[src/hdl/tic_pkg.sv]
package tic_pkg;

   // Fixed shape of the address unit.
   localparam int MAX_AXES   = 4;
   localparam int COORD_BITS = 12;
   localparam int FLAT_BITS  = 48;
   localparam int SIZE_BITS  = 13;
   localparam int ACC_BITS   = FLAT_BITS + 1;
   localparam int AXIS_BITS  = $clog2(MAX_AXES);
   localparam int COUNT_BITS = 3;
   localparam int REQ_BITS   = 2;

   // Offset-to-index division: quotient bits resolved per stage.
   localparam int DIV_CHUNK  = 8;
   localparam int DIV_STAGES = FLAT_BITS / DIV_CHUNK;
   localparam int DIV_STEPS  = MAX_AXES - 1;
   localparam int DIV_TOTAL  = DIV_STEPS * DIV_STAGES;

   // Port widths.
   localparam int REQ_FIELD_BITS = FLAT_BITS + MAX_AXES * COORD_BITS + AXIS_BITS;
   localparam int REQ_DATA_BITS  = ((REQ_FIELD_BITS + 7) / 8) * 8;
   localparam int RSP_DATA_BITS  = FLAT_BITS + MAX_AXES * COORD_BITS;
   localparam int CSR_INDEX_BITS = 3;

   localparam logic [SIZE_BITS-1:0] SIZE_CAP = SIZE_BITS'(1 << COORD_BITS);

   // Request kinds.
   typedef enum logic [REQ_BITS-1:0] {
      REQ_TO_FLAT  = 2'd0,
      REQ_TO_COORD = 2'd1,
      REQ_STRIDE   = 2'd2
   } req_code_type;

   // Configuration register indexes.
   typedef enum logic [CSR_INDEX_BITS-1:0] {
      CSR_AXIS_COUNT = 3'd0,
      CSR_LAYOUT     = 3'd1,
      CSR_SIZE_0     = 3'd2,
      CSR_SIZE_1     = 3'd3,
      CSR_SIZE_2     = 3'd4,
      CSR_SIZE_3     = 3'd5
   } csr_index_type;

   typedef logic [MAX_AXES-1:0][COORD_BITS-1:0] coord_vec_type;

   // Configuration after clamping to legal ranges.
   typedef struct packed {
      logic [COUNT_BITS-1:0]               count;
      logic                                layout;
      logic [MAX_AXES-1:0][SIZE_BITS-1:0]  size;
   } tic_cfg_type;

   // Item state through the multiply-accumulate stages.
   typedef struct packed {
      logic [REQ_BITS-1:0]  req;
      logic [FLAT_BITS-1:0] flat_in;
      coord_vec_type        coords;
      logic [AXIS_BITS-1:0] axis_sel;
      logic [ACC_BITS-1:0]  acc;
      logic                 err;
   } tic_mac_item_type;

   // Item state through the division stages.
   typedef struct packed {
      logic [REQ_BITS-1:0]   req;
      logic                  err;
      logic [FLAT_BITS-1:0]  flat_out;
      logic [FLAT_BITS-1:0]  quo;
      logic [COORD_BITS-1:0] rem;
      coord_vec_type         coords;
   } tic_div_item_type;

   // Axis whose index falls out of division step k (fastest axis first).
   function automatic logic [AXIS_BITS-1:0] step_axis(input logic layout, input int k);
      return layout ? AXIS_BITS'(k) : AXIS_BITS'(MAX_AXES - 1 - k);
   endfunction

   // Divisor of step k; a step that has no axis of its own divides by one.
   function automatic logic [SIZE_BITS-1:0] step_divisor(input tic_cfg_type cfg, input int k);
      logic [AXIS_BITS-1:0] ax;
      logic                 is_split;
      ax = step_axis(cfg.layout, k);
      if (cfg.layout) begin
         is_split = (COUNT_BITS'(ax) + COUNT_BITS'(1)) < cfg.count;
      end else begin
         is_split = COUNT_BITS'(ax) < cfg.count;
      end
      return is_split ? cfg.size[ax] : SIZE_BITS'(1);
   endfunction

endpackage

[src/hdl/tic_div_step.sv]
module tic_div_step (
   input  logic                          clock,
   input  logic                          reset,
   input  logic                          adv,
   input  logic [tic_pkg::SIZE_BITS-1:0] divisor,
   input  logic                          in_valid,
   input  tic_pkg::tic_div_item_type     in_item,
   output logic                          out_valid,
   output tic_pkg::tic_div_item_type     out_item
);
   import tic_pkg::*;

   logic [SIZE_BITS-1:0] part;
   logic                 take;
   tic_div_item_type     out_item_in;
   logic                 out_valid_ff;
   tic_div_item_type     out_item_ff;

   // Restoring division: dividend bits leave the top of quo while quotient
   // bits enter at the bottom. The remainder stays below the divisor.
   always_comb begin
      out_item_in = in_item;
      part        = '0;
      take        = 1'b0;
      for (int i = 0; i < DIV_CHUNK; i++) begin
         part = {out_item_in.rem, out_item_in.quo[FLAT_BITS-1]};
         take = part >= divisor;
         out_item_in.quo = {out_item_in.quo[FLAT_BITS-2:0], take};
         if (take) begin
            part = part - divisor;
         end
         out_item_in.rem = part[COORD_BITS-1:0];
      end
   end

   always_ff @(posedge clock) begin
      if (reset) begin
         out_valid_ff <= 1'b0;
      end else if (adv) begin
         out_valid_ff <= in_valid;
      end
   end

   always_ff @(posedge clock) begin
      if (adv) begin
         out_item_ff <= out_item_in;
      end
   end

   assign out_valid = out_valid_ff;
   assign out_item  = out_item_ff;

endmodule

[config.mk]
export PLATFORM = sky130hd
export DESIGN_NAME = tic_div_step
export DESIGN_NICKNAME = d
export VERILOG_FILES = /design/src/hdl/tic_pkg.sv /design/src/hdl/tic_div_step.sv
export SDC_FILE = /design/constraint.sdc
export NUM_CORES = 1
export LEC_CHECK = 0
export BUFFER_PORTS_ARGS = -buffer_cell sky130_fd_sc_hd__buf_2
export CAP_MARGIN = 15
export CORE_AREA = 2 2 145 147
export CTS_BUF_LIST = sky130_fd_sc_hd__clkbuf_8 sky130_fd_sc_hd__clkbuf_16
export CTS_CLUSTER_SIZE = 24
export DETAILED_ROUTE_END_ITERATION = 8
export DIE_AREA = 0 0 147 149
export GPL_ROUTABILITY_DRIVEN = 0
export HOLD_SLACK_MARGIN = 0.03
export MAX_ROUTING_LAYER = met4
export PLACE_DENSITY = 0.9
export REMOVE_ABC_BUFFERS = 1
export SYNTH_ARGS = -nofsm -noshare
export SYNTH_HDL_FRONTEND = slang
export SYNTH_SLANG_ARGS = --single-unit
[constraint.sdc]
create_clock -name clock -period 22.5 [get_ports clock]
set_input_delay 2.25 -clock clock [delete_from_list [all_inputs] [get_ports clock]]
set_output_delay 2.25 -clock clock [all_outputs]
set_load 0.1 [all_outputs]
==> metrics.cfg, run 1 <==
[floorplan]
dieArea_um2=21900
rows=53
dieHeight_um=149
start_util_pct=50.9
fp.coreArea_um2=20600
die_x_um=147
pin_count=336

[timing]
worst_pin_slew_ns=0.854
finalSetupTns_ns=0
hold_violations=0
rsz0062_at_grt=no
slew-limit-headroom_pct=43.1
fin_crit_ns=20.75
fmax_ghz=0.0482
skew_ns=0
timing.final.crit_share_pct=92.2
finalMaxSlewViolations=0
setup_viol_count_final=0

[critical_path]
required_ns=22.67
cp_max_fo=19
max_stage_delay_ns=0.64
worstSetupEndpointType=flip-flop
crit_top_cell=ha_1
slowest_stage=a311oi_1
critPathKind=input port to flip-flop
r2r_slack_ns=21.91
start_kind=input port
cp.arrival_ns=20.92

[finish]
fin_util_pct=63.5
drive_above_1_share_pct=31.2
syn_to_final_growth_pct=24.7
regArea_um2=4790
multiInputGateArea_um2=5390
diodes=0
design_area_um2=13000
n_fill_cell=1657
fin_nets=1607
finalNonFillerCells=1607

[place]
dp_cells=1573
dp_hpwl_um=24700
io_buffers=335
place_area_um2=12400

[clock_tree]
clk_pin_slew_ns=0.07
numCtsBuffers=17
cts.htree.levels=4
cts_max_path_buffers=2
root_buffer=clkbuf_16
cts_tree=built
clkSinkCount=160
clock_latency_ns=0.40

[route]
wl_per_cell_um=19.6
drt-initial-drc-count=764
drtPass1Iterations=5
dr_total_vias=9250
antenna_left=0
viasPerCell=5.76
drc=0
drt_wl_total_um=31400

[logic_synthesis]
avgSynthCellArea_um2=10.7
synth_top_cell_by_area=edfxtp_1
ys_ff_latch=160
yosys_warnings=0
syn_area_um2=10500
yosys-mux-area-fraction_pct=3.05
post-synth-top-count-cell=edfxtp_1
yosys.area_share.simple_pct=11.6
synth_flop_cell=edfxtp_1
synth_cell_types=67
synth_cells=976
synth_top_area_share_pct=45.6
synth_compound_area_share_pct=17.2
synth_top_family_by_area=compound AO/OA/AOI/OAI gates
seq_area_frac_synth_pct=45.8
synth_fa_ha_area_share_pct=14.0
synth_xor_area_share_pct=5.61
synth_edf_count=159
synth_common_cells=edfxtp_1 (159), ha_1 (104), a21oi_1 (77)
synth-async-reset-ratio_pct=0
synthTopCellsByArea=edfxtp_1 (46%), ha_1 (12%), a21oi_1 (3.7%)

[hold_path]
hp-class=flip-flop to flip-flop

[outcome]
status=finished clean

[global_route]
grt_usage_pct=28.2
grt_pass1_wl_um=46700
antenna_found_initial=0
grt_pass1_vias=8940
overflow=0
grt_max_degree=98

[job]
cap_violations=0

==> critical path, delay by kind of cell <==
family / cells / cell delay [ns]
compound gates: 33 / 8.98
buf+inv: 12 / 3.39
fa+ha+maj: 8 / 2.59
simple gates: 12 / 2.05
mux: 4 / 1.55
==> metrics by stage <==
step / worst slack [ns] / hold WS (ns)
final: 1.75 / 0.506
after global routing: 0.437 / 0.547
after CTS: 1.47 / 0.518
after detailed placement: 1.22 / 0.500
after global placement: 1.83 / 0.475
after floorplan: 2.16 / 0.971
==> logic make-up (layout without fill, tap and decap cells) <==
logic type / count (synthesis) / in the layout
compound gates: 278 / 278
xor+xnor: 67 / 67
fa+ha+maj: 112 / 112
buf+inv: 73 / 429
flops: 160 / 160
mux: 29 / 29
simple gates: 257 / 257
==> registers in the layout, indices dropped and copies added (netlist names) <==
name	cells
out_valid	1
out_item	159
==> cell type report <==
class                           instances  share of cell area (%)
Sequential cell                       160                    36.8
Clock inverter                         15                    1.15
Multi-Input combinational cell        743                    41.3
Inverter                               56                    1.61
Clock buffer                           17                    3.26
Tap cell                              275                    2.64
Timing Repair Buffer                  341                    13.2
==> placed cells by master, fill, tap and decap left out, types with 17 or more instances in the layout <==
cell	synthesis	final
nand2_1	71	71
clkbuf_16	0	17
xnor2_1	43	43
edfxtp_1	159	159
xor2_1	24	24
inv_1	52	52
mux2_2	19	19
a21oi_1	77	77
o21a_1	20	20
nand3_1	23	23
nor2_1	73	73
ha_1	104	104
buf_2	2	334
o21ai_0	65	65
a21o_1	19	19
==> worst paths after layout <==
check	startpoint	to	cells after the start
min	out_valid	out_valid	2
max	divisor[1]	out_item[50]	69
max reg2reg	out_valid	out_valid	2
min reg2reg	out_valid	out_valid	2
==> repair_timing <==
action,CTS,global route
resized for setup,0,1
setup buffers,0,2
setup endpoints to repair,0,7
hold buffers,0,0
==> per-layer routing <==
metal	part of all wire, %	global-route usage [%]	vias to the layer above
li1	-	-	4347
met1	41	34.7	4390
met2	48	46.4	452
met3	8.9	6.97	61
met4	1.9	8.56	0
met5	0	-	-
Power of run 1 is left out: the tool's default activity adds up to more than one toggle a clock period on the data nets, which glitch-free logic cannot reach.
==> run 2: changes to the inputs <==
- CORE_AREA: 2 2 145 147 -> 2 2 141 143
- DIE_AREA: 0 0 147 149 -> 0 0 143 145
- PLACE_DENSITY: 0.9 -> 0.94
- clock period: 22.5 -> 25.5 ns (I/O delays scaled with it)
==> metrics.cfg, run 2 (synthesized netlist as in run 1, its figures left out) <==
[global_route]
grt_max_degree=85  ; -13%
grt_pass1_wl_um=49100  ; +5.3%
overflow=0  ; unchanged
grt_usage_pct=31.4  ; +3.2 points
grt_pass1_vias=9351  ; +4.6%
antenna_found_initial=2  ; +2

[finish]
syn_to_final_growth_pct=24.6  ; about the same
n_fill_cell=1456  ; -12%
final_cell_mix=buf_2 (334), edfxtp_1 (159), ha_1 (104)
drive_above_1_share_pct=31.1  ; -0.10 points
largest_register_ffs=159  ; unchanged
regArea_um2=4790  ; unchanged
multiInputGateArea_um2=5390  ; -0.12%
design_area_um2=13000  ; about the same
fin_nets=1605  ; -0.12%
final_common_cell=buf_2

[place]
dp_hpwl_um=25200  ; +2.0%
place_area_um2=12400  ; -0.10%
io_buffers=335  ; unchanged

[route]
antenna_left=0  ; unchanged
drc=0  ; unchanged
viasPerCell=5.90  ; +2.4%
drtPass1Iterations=7  ; +2
drt-initial-drc-count=717  ; -6.2%
dr_total_vias=9422  ; +1.9%
wl_per_cell_um=20.2  ; +3.6%
drt_wl_total_um=32400  ; +3.0%

[clock_tree]
numCtsBuffers=17  ; unchanged
hold_buffers=0  ; unchanged
cts.htree.levels=4  ; unchanged
postCtsSetupRepairBufs=0  ; unchanged
root_buffer=clkbuf_16
clk_pin_slew_ns=0.08  ; about the same
cts_tree=built
clock_latency_ns=0.43  ; +0.03 ns
cts_max_path_buffers=2  ; unchanged
clkSinkCount=160  ; unchanged
cts_resized=0  ; unchanged

[timing]
finalSetupTns_ns=0  ; unchanged
timing.final.crit_share_pct=86.5
rsz0062_at_grt=no
hold_violations=0  ; unchanged
fin_crit_ns=22.05
slew-limit-headroom_pct=24.2  ; -19 points
fmax_ghz=0.0454
skew_ns=0  ; unchanged
setup_viol_count_final=0  ; unchanged
worst_pin_slew_ns=1.13  ; +0.278 ns
finalMaxSlewViolations=0  ; unchanged

[floorplan]
start_util_pct=54.5  ; +3.6 points
dieArea_um2=20700  ; -5.3%
dieHeight_um=145  ; -2.7%
pin_count=336  ; unchanged
rows=51  ; -3.8%
fp.coreArea_um2=19200  ; -6.6%
die_x_um=143  ; -2.7%

[critical_path]
cp.arrival_ns=22.22  ; +1.30 ns
required_ns=25.67  ; +3.00 ns
max_stage_delay_ns=0.88  ; +0.24 ns
crit_top_cell=o21ai_0
slowest_stage=o41ai_4
worstSetupEndpointType=flip-flop
cp_max_fo=21  ; +2
critPathKind=input port to flip-flop
start_kind=input port

[hold_path]
hp-class=flip-flop to flip-flop

[outcome]
status=finished clean

[job]
cap_violations=0  ; unchanged

-- run 2: per-layer routing --
layer / GRT usage [%] / vias to the layer above / wire length (um)
met4: 11.5 / 0 / 975
met1: 37.5 / 4437 / 12900
li1: - / 4351 / -
met5: - / - / 0
met2: 50.2 / 536 / 15400
met3: 9.44 / 98 / 3060
-- run 2: critical path, delay by kind of cell --
kind	cells	cell delay, ns
AOI/OAI and AO/OA	36	9.49
buffers and inverters	12	3.71
adders and majority gates	8	2.86
and+or+nand+nor	15	2.49
muxes	3	1.03
xor gates and xnor gates	1	0.09
-- run 2: final cells by class --
| type | instances | share of cell area, % |
|---|---|---|
| timing repair buffer | 339 | 13.1 |
| clock buffer | 17 | 3.26 |
| sequential | 160 | 36.8 |
| antenna | 3 | 0.0576 |
| multi-input combinational | 743 | 41.3 |
| tap | 265 | 2.54 |
| clock inverter | 15 | 1.31 |
| inverter | 56 | 1.61 |
-- run 2: final timing paths --
kind | slack, ns | endpoint | cells past startpoint | startpoint
max | 3.45 | out_item[56] | 75 | divisor[1]
min | 0.53 | out_valid | 2 | out_valid
max reg2reg | 24.87 | out_valid | 2 | out_valid
min reg2reg | 0.53 | out_valid | 2 | out_valid
-- run 2: through the flow --
stage | hold slack (ns) | setup slack, ns | utilization, % | instances
3_3_place_gp | 0.474 | 4.46 | 64.7 | 1563
5_1_grt | 0.553 | 1.87 | 67.9 | 1597
6_report | 0.533 | 3.45 | 67.9 | 1598
2_1_floorplan | 0.971 | 4.86 | - | 959
3_5_place_dp | 0.514 | 3.70 | 64.7 | 1563
4_1_cts | 0.532 | 4.09 | 67.8 | 1595
Power of run 2 is left out for the same reason.
