<file path="config.mk">
export PLATFORM = sky130hd
export DESIGN_NAME = tic_mac_step
export DESIGN_NICKNAME = d
export VERILOG_FILES = /design/src/hdl/tic_pkg.sv /design/src/hdl/tic_mac_step.sv
export SDC_FILE = /design/constraint.sdc
export NUM_CORES = 1
export LEC_CHECK = 0
export BUFFER_PORTS_ARGS = -buffer_cell sky130_fd_sc_hd__buf_2
export CAP_MARGIN = 20
export CORE_MARGIN = 3
export CORE_UTILIZATION = 50
export DETAILED_ROUTE_END_ITERATION = 10
export PLACE_DENSITY = 0.72
export RECOVER_POWER = 50
export SLEW_MARGIN = 25
export SYNTH_ARGS = -nofsm -noshare
export SYNTH_HDL_FRONTEND = slang
export SYNTH_SLANG_ARGS = --single-unit
</file>
<file path="constraint.sdc">
create_clock -name clock -period 9 [get_ports clock]
set_clock_uncertainty 0.05 [all_clocks]
set_input_delay 0.9 -clock clock [delete_from_list [all_inputs] [get_ports clock]]
set_output_delay 0.9 -clock clock [all_outputs]
set_load 0.02 [all_outputs]
</file>
<file path="src/hdl/tic_pkg.sv">
package tic_pkg;

   // Fixed shape of the address unit.
   localparam int MAX_AXES   = 4;
   localparam int COORD_BITS = 12;
   localparam int FLAT_BITS  = 48;
   localparam int SIZE_BITS  = 13;
   localparam int ACC_BITS   = FLAT_BITS + 1;
   localparam int AXIS_BITS  = $clog2(MAX_AXES);
   localparam int COUNT_BITS = 3;
   localparam int REQ_BITS   = 2;

   // Offset-to-index division: quotient bits resolved per stage.
   localparam int DIV_CHUNK  = 8;
   localparam int DIV_STAGES = FLAT_BITS / DIV_CHUNK;
   localparam int DIV_STEPS  = MAX_AXES - 1;
   localparam int DIV_TOTAL  = DIV_STEPS * DIV_STAGES;

   // Port widths.
   localparam int REQ_FIELD_BITS = FLAT_BITS + MAX_AXES * COORD_BITS + AXIS_BITS;
   localparam int REQ_DATA_BITS  = ((REQ_FIELD_BITS + 7) / 8) * 8;
   localparam int RSP_DATA_BITS  = FLAT_BITS + MAX_AXES * COORD_BITS;
   localparam int CSR_INDEX_BITS = 3;

   localparam logic [SIZE_BITS-1:0] SIZE_CAP = SIZE_BITS'(1 << COORD_BITS);

   // Request kinds.
   typedef enum logic [REQ_BITS-1:0] {
      REQ_TO_FLAT  = 2'd0,
      REQ_TO_COORD = 2'd1,
      REQ_STRIDE   = 2'd2
   } req_code_type;

   // Configuration register indexes.
   typedef enum logic [CSR_INDEX_BITS-1:0] {
      CSR_AXIS_COUNT = 3'd0,
      CSR_LAYOUT     = 3'd1,
      CSR_SIZE_0     = 3'd2,
      CSR_SIZE_1     = 3'd3,
      CSR_SIZE_2     = 3'd4,
      CSR_SIZE_3     = 3'd5
   } csr_index_type;

   typedef logic [MAX_AXES-1:0][COORD_BITS-1:0] coord_vec_type;

   // Configuration after clamping to legal ranges.
   typedef struct packed {
      logic [COUNT_BITS-1:0]               count;
      logic                                layout;
      logic [MAX_AXES-1:0][SIZE_BITS-1:0]  size;
   } tic_cfg_type;

   // Item state through the multiply-accumulate stages.
   typedef struct packed {
      logic [REQ_BITS-1:0]  req;
      logic [FLAT_BITS-1:0] flat_in;
      coord_vec_type        coords;
      logic [AXIS_BITS-1:0] axis_sel;
      logic [ACC_BITS-1:0]  acc;
      logic                 err;
   } tic_mac_item_type;

   // Item state through the division stages.
   typedef struct packed {
      logic [REQ_BITS-1:0]   req;
      logic                  err;
      logic [FLAT_BITS-1:0]  flat_out;
      logic [FLAT_BITS-1:0]  quo;
      logic [COORD_BITS-1:0] rem;
      coord_vec_type         coords;
   } tic_div_item_type;

   // Axis whose index falls out of division step k (fastest axis first).
   function automatic logic [AXIS_BITS-1:0] step_axis(input logic layout, input int k);
      return layout ? AXIS_BITS'(k) : AXIS_BITS'(MAX_AXES - 1 - k);
   endfunction

   // Divisor of step k; a step that has no axis of its own divides by one.
   function automatic logic [SIZE_BITS-1:0] step_divisor(input tic_cfg_type cfg, input int k);
      logic [AXIS_BITS-1:0] ax;
      logic                 is_split;
      ax = step_axis(cfg.layout, k);
      if (cfg.layout) begin
         is_split = (COUNT_BITS'(ax) + COUNT_BITS'(1)) < cfg.count;
      end else begin
         is_split = COUNT_BITS'(ax) < cfg.count;
      end
      return is_split ? cfg.size[ax] : SIZE_BITS'(1);
   endfunction

endpackage

</file>
<file path="src/hdl/tic_mac_step.sv">
module tic_mac_step #(
   parameter int POS = 0
) (
   input  logic                      clock,
   input  logic                      reset,
   input  logic                      adv,
   input  tic_pkg::tic_cfg_type      cfg,
   input  logic                      in_valid,
   input  tic_pkg::tic_mac_item_type in_item,
   output logic                      out_valid,
   output tic_pkg::tic_mac_item_type out_item
);
   import tic_pkg::*;

   localparam int PROD_BITS = ACC_BITS + SIZE_BITS;
   localparam logic [AXIS_BITS-1:0] ROW_AXIS = AXIS_BITS'(POS);
   localparam logic [AXIS_BITS-1:0] COL_AXIS = AXIS_BITS'(MAX_AXES - 1 - POS);

   logic [AXIS_BITS-1:0]  axis;
   logic                  used;
   logic                  faster;
   logic [COUNT_BITS-1:0] sel_clamp;
   logic [SIZE_BITS-1:0]  ax_size;
   logic [SIZE_BITS-1:0]  mult;
   logic [COORD_BITS-1:0] coord;
   logic [COORD_BITS-1:0] addend;
   logic [PROD_BITS-1:0]  prod;
   logic                  range_hit;
   tic_mac_item_type      out_item_in;
   logic                  out_valid_ff;
   tic_mac_item_type      out_item_ff;

   // Positions run from the slowest axis to the fastest one.
   always_comb begin
      axis      = cfg.layout ? COL_AXIS : ROW_AXIS;
      used      = COUNT_BITS'(axis) < cfg.count;
      sel_clamp = (COUNT_BITS'(in_item.axis_sel) > cfg.count) ?
                  cfg.count : COUNT_BITS'(in_item.axis_sel);
      faster    = cfg.layout ? (COUNT_BITS'(axis) < sel_clamp) :
                               (COUNT_BITS'(axis) > sel_clamp);
      ax_size   = cfg.size[axis];
      coord     = in_item.coords[axis];
      range_hit = 1'b0;
      mult      = SIZE_BITS'(1);
      addend    = '0;
      case (in_item.req)
         REQ_TO_FLAT: begin
            if (used) begin
               mult      = ax_size;
               addend    = coord;
               range_hit = SIZE_BITS'(coord) >= ax_size;
            end
         end
         REQ_TO_COORD: begin
            // Builds the element count for the range check.
            if (used) begin
               mult = ax_size;
            end
         end
         REQ_STRIDE: begin
            if (used && faster) begin
               mult = ax_size;
            end
         end
         default: begin
            mult = SIZE_BITS'(1);
         end
      endcase
   end

   // One Horner step: acc * extent + index.
   always_comb begin
      prod            = in_item.acc * mult;
      out_item_in     = in_item;
      out_item_in.acc = prod[ACC_BITS-1:0] + ACC_BITS'(addend);
      out_item_in.err = in_item.err | range_hit;
   end

   always_ff @(posedge clock) begin
      if (reset) begin
         out_valid_ff <= 1'b0;
      end else if (adv) begin
         out_valid_ff <= in_valid;
      end
   end

   always_ff @(posedge clock) begin
      if (adv) begin
         out_item_ff <= out_item_in;
      end
   end

   assign out_valid = out_valid_ff;
   assign out_item  = out_item_ff;

endmodule

</file>
==> results of run 1 <==
critical path, cell delays in order:
cell      delay (ps)
buf_2            110
ha_1             290
a21o_1           280
a21o_1           350
nor2_2           330
buf_4            290
nand2_1          110
fa_1             500
fa_1             510
inv_1             70
fa_1             560
fa_1             430
fa_1             440
ha_1             290
ha_1             440
o211ai_1         130
o21ai_0          420
a31oi_1          180
or4b_1           710
a41oi_2          360
a221oi_2         160
o31ai_2          310
xor2_1           110
how the worst max path moves through the flow:
stage          startpoint                      to  slack, ps  cells past startpoint
2_1_floorplan     cfg[52]  out_item[49]$_DFFE_PP_       1310                     24
3_3_place_gp      cfg[52]  out_item[49]$_DFFE_PP_        570                     23
3_5_place_dp      cfg[52]  out_item[49]$_DFFE_PP_        450                     25
4_1_cts           cfg[52]  out_item[49]$_DFFE_PP_        960                     25
5_1_grt           cfg[52]  out_item[43]$_DFFE_PP_        580                     26
6_report          cfg[52]  out_item[47]$_DFFE_PP_        890                     23
flip-flops by register name, summed over array words and instances, names as in the netlist:
register   cells
out_valid      1
out_item     150
cells in the final DEF (no fill, tap or decap), types with 7 or more instances in the layout:
master     synthesis  routed
fa_1             452     452
nand2_1          381     381
inv_1            324     324
buf_2              3     270
and2_1           221     221
edfxtp_1         150     150
ha_1             126     126
clkbuf_1         108      63
a21oi_1           44      44
xnor2_1           42      42
buf_4              1      36
a21o_1            35      35
o21ai_0           32      32
nor2_1            30      26
xor2_1            24      24
clkbuf_16          0      17
mux2i_1           14      14
mux2_2            12      12
a31oi_1           10      10
o21bai_1          10      10
a211oi_1          12       9
nand4_1            8       8
nand3_1            8       8
diode_2            0       7
a211oi_4           2       7
nor2b_1            7       7
layer usage:
layer | track usage | wire length (um) | vias up
met3 | 0.0482 | 3530 | 79
met2 | 0.439 | 28800 | 534
met4 | 0.0665 | 945 | 6
li1 | - | - | 7111
met1 | 0.325 | 22700 | 8215
met5 | 0 | 35 | -
layout make-up:
class	instances	area [um^2]
flip-flops and latches	151	4520
repair buffers	371	1880
inverters	325	1220
well taps	585	732
clock inverters	15	179
fillers	3727	18500
diodes	7	17.5
multi-input cells	1530	16000
clock buffers	17	425
where the power goes:
part           internal [mW]  switching [mW]  leakage, nW
sequential              1.14          0.0366         1.48
clock                  0.374           0.344        0.295
combinational           2.17            3.19         9.98
through the flow:
step	power (mW)	instances	area, um^2	util	hold WS, ps
floorplan	5.04	2122	22100	-	529
global placement	6.38	2962	24500	0.563	419
detailed placement	6.47	2962	24500	0.563	433
CTS	7.29	2994	25100	0.577	450
global route	7.98	2996	25000	0.575	502
finish	7.26	3001	25000	0.575	446
cell families (layout without fill, tap and decap cells):
| logic type | Yosys count | count (layout) | synth area share |
|---|---|---|---|
| buffers and inverters | 441 | 728 | 0.0755 |
| other | 0 | 7 | 0 |
| flip-flops | 151 | 151 | 0.204 |
| multiplexers | 26 | 26 | 0.0124 |
| XOR/XNOR | 67 | 67 | 0.0271 |
| AO/OA/AOI/OAI | 178 | 178 | 0.0553 |
| AND/OR/NAND/NOR | 681 | 681 | 0.146 |
| adder cells (fa/ha/maj) | 578 | 578 | 0.480 |
==> out/results.ini, run 1 <==
[sta]
relSlewSlack = -2.12
rsz0062_at_grt = false
min_period_over_period = 0.901
setup-violations-final = 0
hold_viol = 0
slew_violations = 84
fin_tns_setup_ps = 0
tightest_slew_ps = 4680
clock.fmax_mhz = 123
setup_slack_ps = 893
period_minus_slack_ps = 8110

[clock_tree]
numCtsBuffers = 17
htreeDepth = 4
clkTransAtPathRegs_ps = 70
tritoncts = built
cts.sinks = 151
cts_setup_buffers = 0
insertion_delay_ps = 470
root_buffer = clkbuf_16
hold_buffers = 0
clockBufferDepth = 2
cts_resized = 0

[place]
dp_hpwl_um = 46900
io_buffers = 334
place_ws_ps = 446
place.gp.congestion = 0.885

[yosys]
ys_top_cells_by_count = 452 x fa_1, 381 x nand2_1, 324 x inv_1
synth_ff_type = edfxtp_1
synth-seq-cells = 151
yosysWarnings = 0
netlist_instances = 2122
synth_top_area_cell = fa_1
synth_fp_nets = 2910
avgSynthCellArea_um2 = 10.4
synth.cell_area_mm2 = 0.0221
yosysMostFrequentCell = fa_1
synthDistinctLibCells = 62
seq_area_frac_synth = 0.204
yosysTopAreaCellShare = 0.409
ys_async_sr_fraction = 0
synthTopCellsByArea = fa_1 41%, edfxtp_1 20%, ha_1 7.1%, nand2_1 6.5%, and2_1 6.2%
synth_edf_count = 150

[floorplan]
die_h_um = 216
initial_core_util = 0.510
num_rows = 76
core_mm2 = 0.0435
die_w_um = 216
ios = 361
die_area_mm2 = 0.0469

[pwr]
peakVddDrop_v = 0.000379
p_per_area_mw_per_mm2 = 290
power_leakage_nw = 11.8

[status]
run_status = finished with violations
violations = max-capacitance violations, max-slew violations

[drt]
wl_um = 56000
drc = 0
wl_per_cell_um = 18.7
vias = 15945
detail-route-antenna-nets = 0
first_iter_violations = 993
avgViaCountPerCell = 5.31
firstDrtPassIters = 5

[setup_path]
worstPathArrival_ps = 8260
r2r_slack_ps = 8370
start_kind = input port
r2r_cells = 2
cp.required_ps = 9150
r2r-end = out_valid$_SDFFE_PP0P_
end_kind = flop
path_max_fanout = 15
reg2reg_from = out_valid$_SDFFE_PP0P_
crit_type = input port to flop

[global_route]
grt-ovfl-total = 0
grt_pass1_vias = 17784
grt_usage = 0.252
grt_max_degree = 84
antenna_found_initial = 8
grt_pass1_wl_um = 92800

[min_path]
min_from = out_valid$_SDFFE_PP0P_
hold_end = out_valid$_SDFFE_PP0P_
hold_depth = 2
hold_class = flop to flop

[layout]
area_growth_pct = 12.9
drive_gt1_frac = 0.156
nNetsFinal = 3184

[flow_run]
drv_cap = 1

Power figures use the tool's default switching activity.
==> run 2, diff against run 1 <==
--- a/config.mk
+++ b/config.mk
@@ -7,10 +7,9 @@
 export LEC_CHECK = 0
 export BUFFER_PORTS_ARGS = -buffer_cell sky130_fd_sc_hd__buf_2
 export CAP_MARGIN = 20
-export CORE_MARGIN = 3
 export CORE_UTILIZATION = 50
 export DETAILED_ROUTE_END_ITERATION = 10
-export PLACE_DENSITY = 0.72
+export PLACE_DENSITY = 0.74
 export RECOVER_POWER = 50
 export SLEW_MARGIN = 25
 export SYNTH_ARGS = -nofsm -noshare
==> run 2 against run 1 <==
The flow still finishes with violations (max-capacitance violations, max-slew violations); final area decreased by 0.11%; core utilization increased by 0.065 points; non-clock buffer count shrank 2; count of clock-buffer cells in the layout stayed put; die area decreased by 3.7%; power fell by 0.18%; critical endpoint is now out_item[49]$_DFFE_PP_; clock power about the same; worst hold slack gained 34 ps; first-iteration DRC count fell by 1.5%; maximum frequency up 0.52%; via count up 0.81%.
==> out/results.ini, run 2 (synthesis gave the netlist of run 1 again) <==
[status]
run_status = finished with violations
violations = max-capacitance violations, max-slew violations

[pwr]
power_frac_seq = 0.163  ; about the same
pwr-share-clk = 0.100  ; about the same
sw_frac_of_total = 0.493  ; about the same
p_per_area_mw_per_mm2 = 290  ; about the same
internal_power_mw = 3.67  ; -0.27%
power_mw = 7.24  ; -0.18%
comb_power_share = 0.738  ; about the same
power_leakage_nw = 11.8  ; about the same
peakVddDrop_v = 0.000378  ; -0.21%
p_sw_mw = 3.57  ; about the same

[clock_tree]
htreeDepth = 4  ; unchanged
clkTransAtPathRegs_ps = 70  ; about the same
cts.sinks = 151  ; unchanged
tritoncts = built
root_buffer = clkbuf_16
numCtsBuffers = 17  ; unchanged
cts_setup_buffers = 0  ; unchanged
clockBufferDepth = 2  ; unchanged
hold_buffers = 0  ; unchanged
cts_resized = 0  ; unchanged
insertion_delay_ps = 460  ; about the same

[global_route]
grt_usage = 0.267  ; +0.0148
antenna_found_initial = 2  ; -6
grt-ovfl-total = 0  ; unchanged
grt_pass1_wl_um = 92300  ; -0.54%
grt_max_degree = 92  ; +9.5%
grt_pass1_vias = 17624  ; -0.90%

[sta]
slew_violations = 92  ; +9.5%
min_period_over_period = 0.896  ; -0.00470
setup-violations-final = 0  ; unchanged
tightest_slew_ps = 4980  ; +298 ps
fin_tns_setup_ps = 0  ; unchanged
relSlewSlack = -2.32  ; -0.199
rsz0062_at_grt = false
hold_viol = 0  ; unchanged
period_minus_slack_ps = 8060  ; -42.3 ps
clock.fmax_mhz = 124  ; +0.52%

[drt]
wl_per_cell_um = 18.6  ; -0.15%
vias = 16074  ; +0.81%
wl_um = 55800  ; -0.35%
avgViaCountPerCell = 5.37  ; +1.0%
firstDrtPassIters = 5  ; unchanged
drc = 0  ; unchanged
detail-route-antenna-nets = 0  ; unchanged
first_iter_violations = 978  ; -1.5%

[place]
place.gp.congestion = 0.918  ; +3.7%
io_buffers = 334  ; unchanged
dp_hpwl_um = 45900  ; -2.1%
place_area_mm2 = 0.0244  ; -0.11%

[setup_path]
r2r_slack_ps = 8240  ; -130 ps
cp-startpoint = cfg[52]
worstPathArrival_ps = 8210  ; -50 ps
critical_path_buf_inv_count = 6  ; +3
cp_slowest_cell = o41ai_2
crit_family = adder cells
max_stage_delay_ps = 680  ; -30 ps
path_cells = buf_2 -> buf_4 -> mux2i_1 -> a211oi_4 -> buf_4 -> and2_1 -> fa_1 -> inv_1 -> fa_1 -> inv_1 -> fa_1 -> fa_1 -> fa_1 -> fa_1 -> ha_1 -> nand4_1 -> o41ai_2 -> o21ai_1 -> buf_4 -> o31a_1 -> o21ai_0 -> a311oi_1 -> xnor2_1
crit_type = input port to flop
r2r-end = out_valid$_SDFFE_PP0P_
path_max_fanout = 25  ; +10
crit_top_cell = fa_1
start_kind = input port
reg2reg_from = out_valid$_SDFFE_PP0P_
end_kind = flop
r2r_cells = 2  ; unchanged
cp.required_ps = 9150  ; about the same

[floorplan]
core_mm2 = 0.0434  ; -0.22%
initial_core_util = 0.511  ; +0.00112
die_w_um = 212  ; -1.8%
ios = 361  ; unchanged
die_area_mm2 = 0.0451  ; -3.7%
die_h_um = 212  ; -1.8%
num_rows = 76  ; unchanged

[min_path]
min_from = out_valid$_SDFFE_PP0P_
hold_depth = 2  ; unchanged
hold_end = out_valid$_SDFFE_PP0P_
hold_class = flop to flop

[flow_run]
drv_cap = 1  ; unchanged

[layout]
layout_common_cells = 452 x fa_1, 381 x nand2_1, 324 x inv_1
drive_gt1_frac = 0.158  ; +0.00179
largest_reg_flops = 150  ; unchanged
final_core_util = 0.576  ; +0.000655
area_growth_pct = 12.7
n_fill_cell = 3726  ; -0.027%
nNetsFinal = 3182  ; -0.063%
fin_area_mm2 = 0.0250  ; -0.11%
layout_commonest_cell = fa_1

[run 2: changes by cell type in the layout (fill, tap and decap cells not counted), sizes merged]
cell | previous run | this run
diode | 7 | 3
inv | 332 | 330
buf | 308 | 312
clkbuf | 80 | 74
clkinvlp | 0 | 1
clkinv | 8 | 9
[run 2: area by class of cell]
cell class              instances  area [um^2]  area share
diodes                          3         7.51    0.000301
clock buffers                  17          425      0.0170
clock inverters                15          183     0.00732
inverters                     325         1220      0.0489
multi-input cells            1530        16000       0.641
flip-flops and latches        151         4520       0.181
well taps                     585          732      0.0293
repair buffers                369         1860      0.0746
[run 2: metrics by stage]
step / hold slack, ps / setup WS [ps] / cells
after global placement: 418 / 582 / 2960
after global routing: 527 / 614 / 2994
after detailed placement: 469 / 530 / 2960
after floorplan: 529 / 1310 / 2122
final: 480 / 935 / 2995
after CTS: 483 / 1050 / 2992
[run 2: worst register-to-register path: cells and delay by family, from the launching register on]
kind | cells | cell delay (ps)
muxes | 1 | 70
and+or+nand+nor | 1 | 220
DFF | 1 | 340
[run 2: power groups by stage]
stage          sequential, mW  combinational (mW)  clock, mW
2_1_floorplan            1.39                3.65          0
3_3_place_gp             1.19                5.16          0
3_5_place_dp             1.19                5.25          0
4_1_cts                  1.18                5.34      0.744
5_1_grt                  1.20                5.98      0.763
6_report                 1.18                5.34      0.721
[run 2: how the worst max path moves through the flow]
stage | end | cells after the start
after detailed placement | out_item[49]$_DFFE_PP_ | 24
after global routing | out_item[49]$_DFFE_PP_ | 23
after floorplan | out_item[49]$_DFFE_PP_ | 24
final | out_item[49]$_DFFE_PP_ | 23
after global placement | out_item[49]$_DFFE_PP_ | 26
after CTS | out_item[49]$_DFFE_PP_ | 23
[run 2: layer usage]
| metal | wire [um] | GRT usage | vias up | share of wire |
|---|---|---|---|---|
| li1 | - | - | 7101 | - |
| met1 | 22400 | 0.342 | 8269 | 0.40 |
| met2 | 28100 | 0.453 | 601 | 0.50 |
| met3 | 4060 | 0.0523 | 103 | 0.073 |
| met4 | 1320 | 0.0878 | 0 | 0.024 |
| met5 | 0 | 0 | - | 0 |
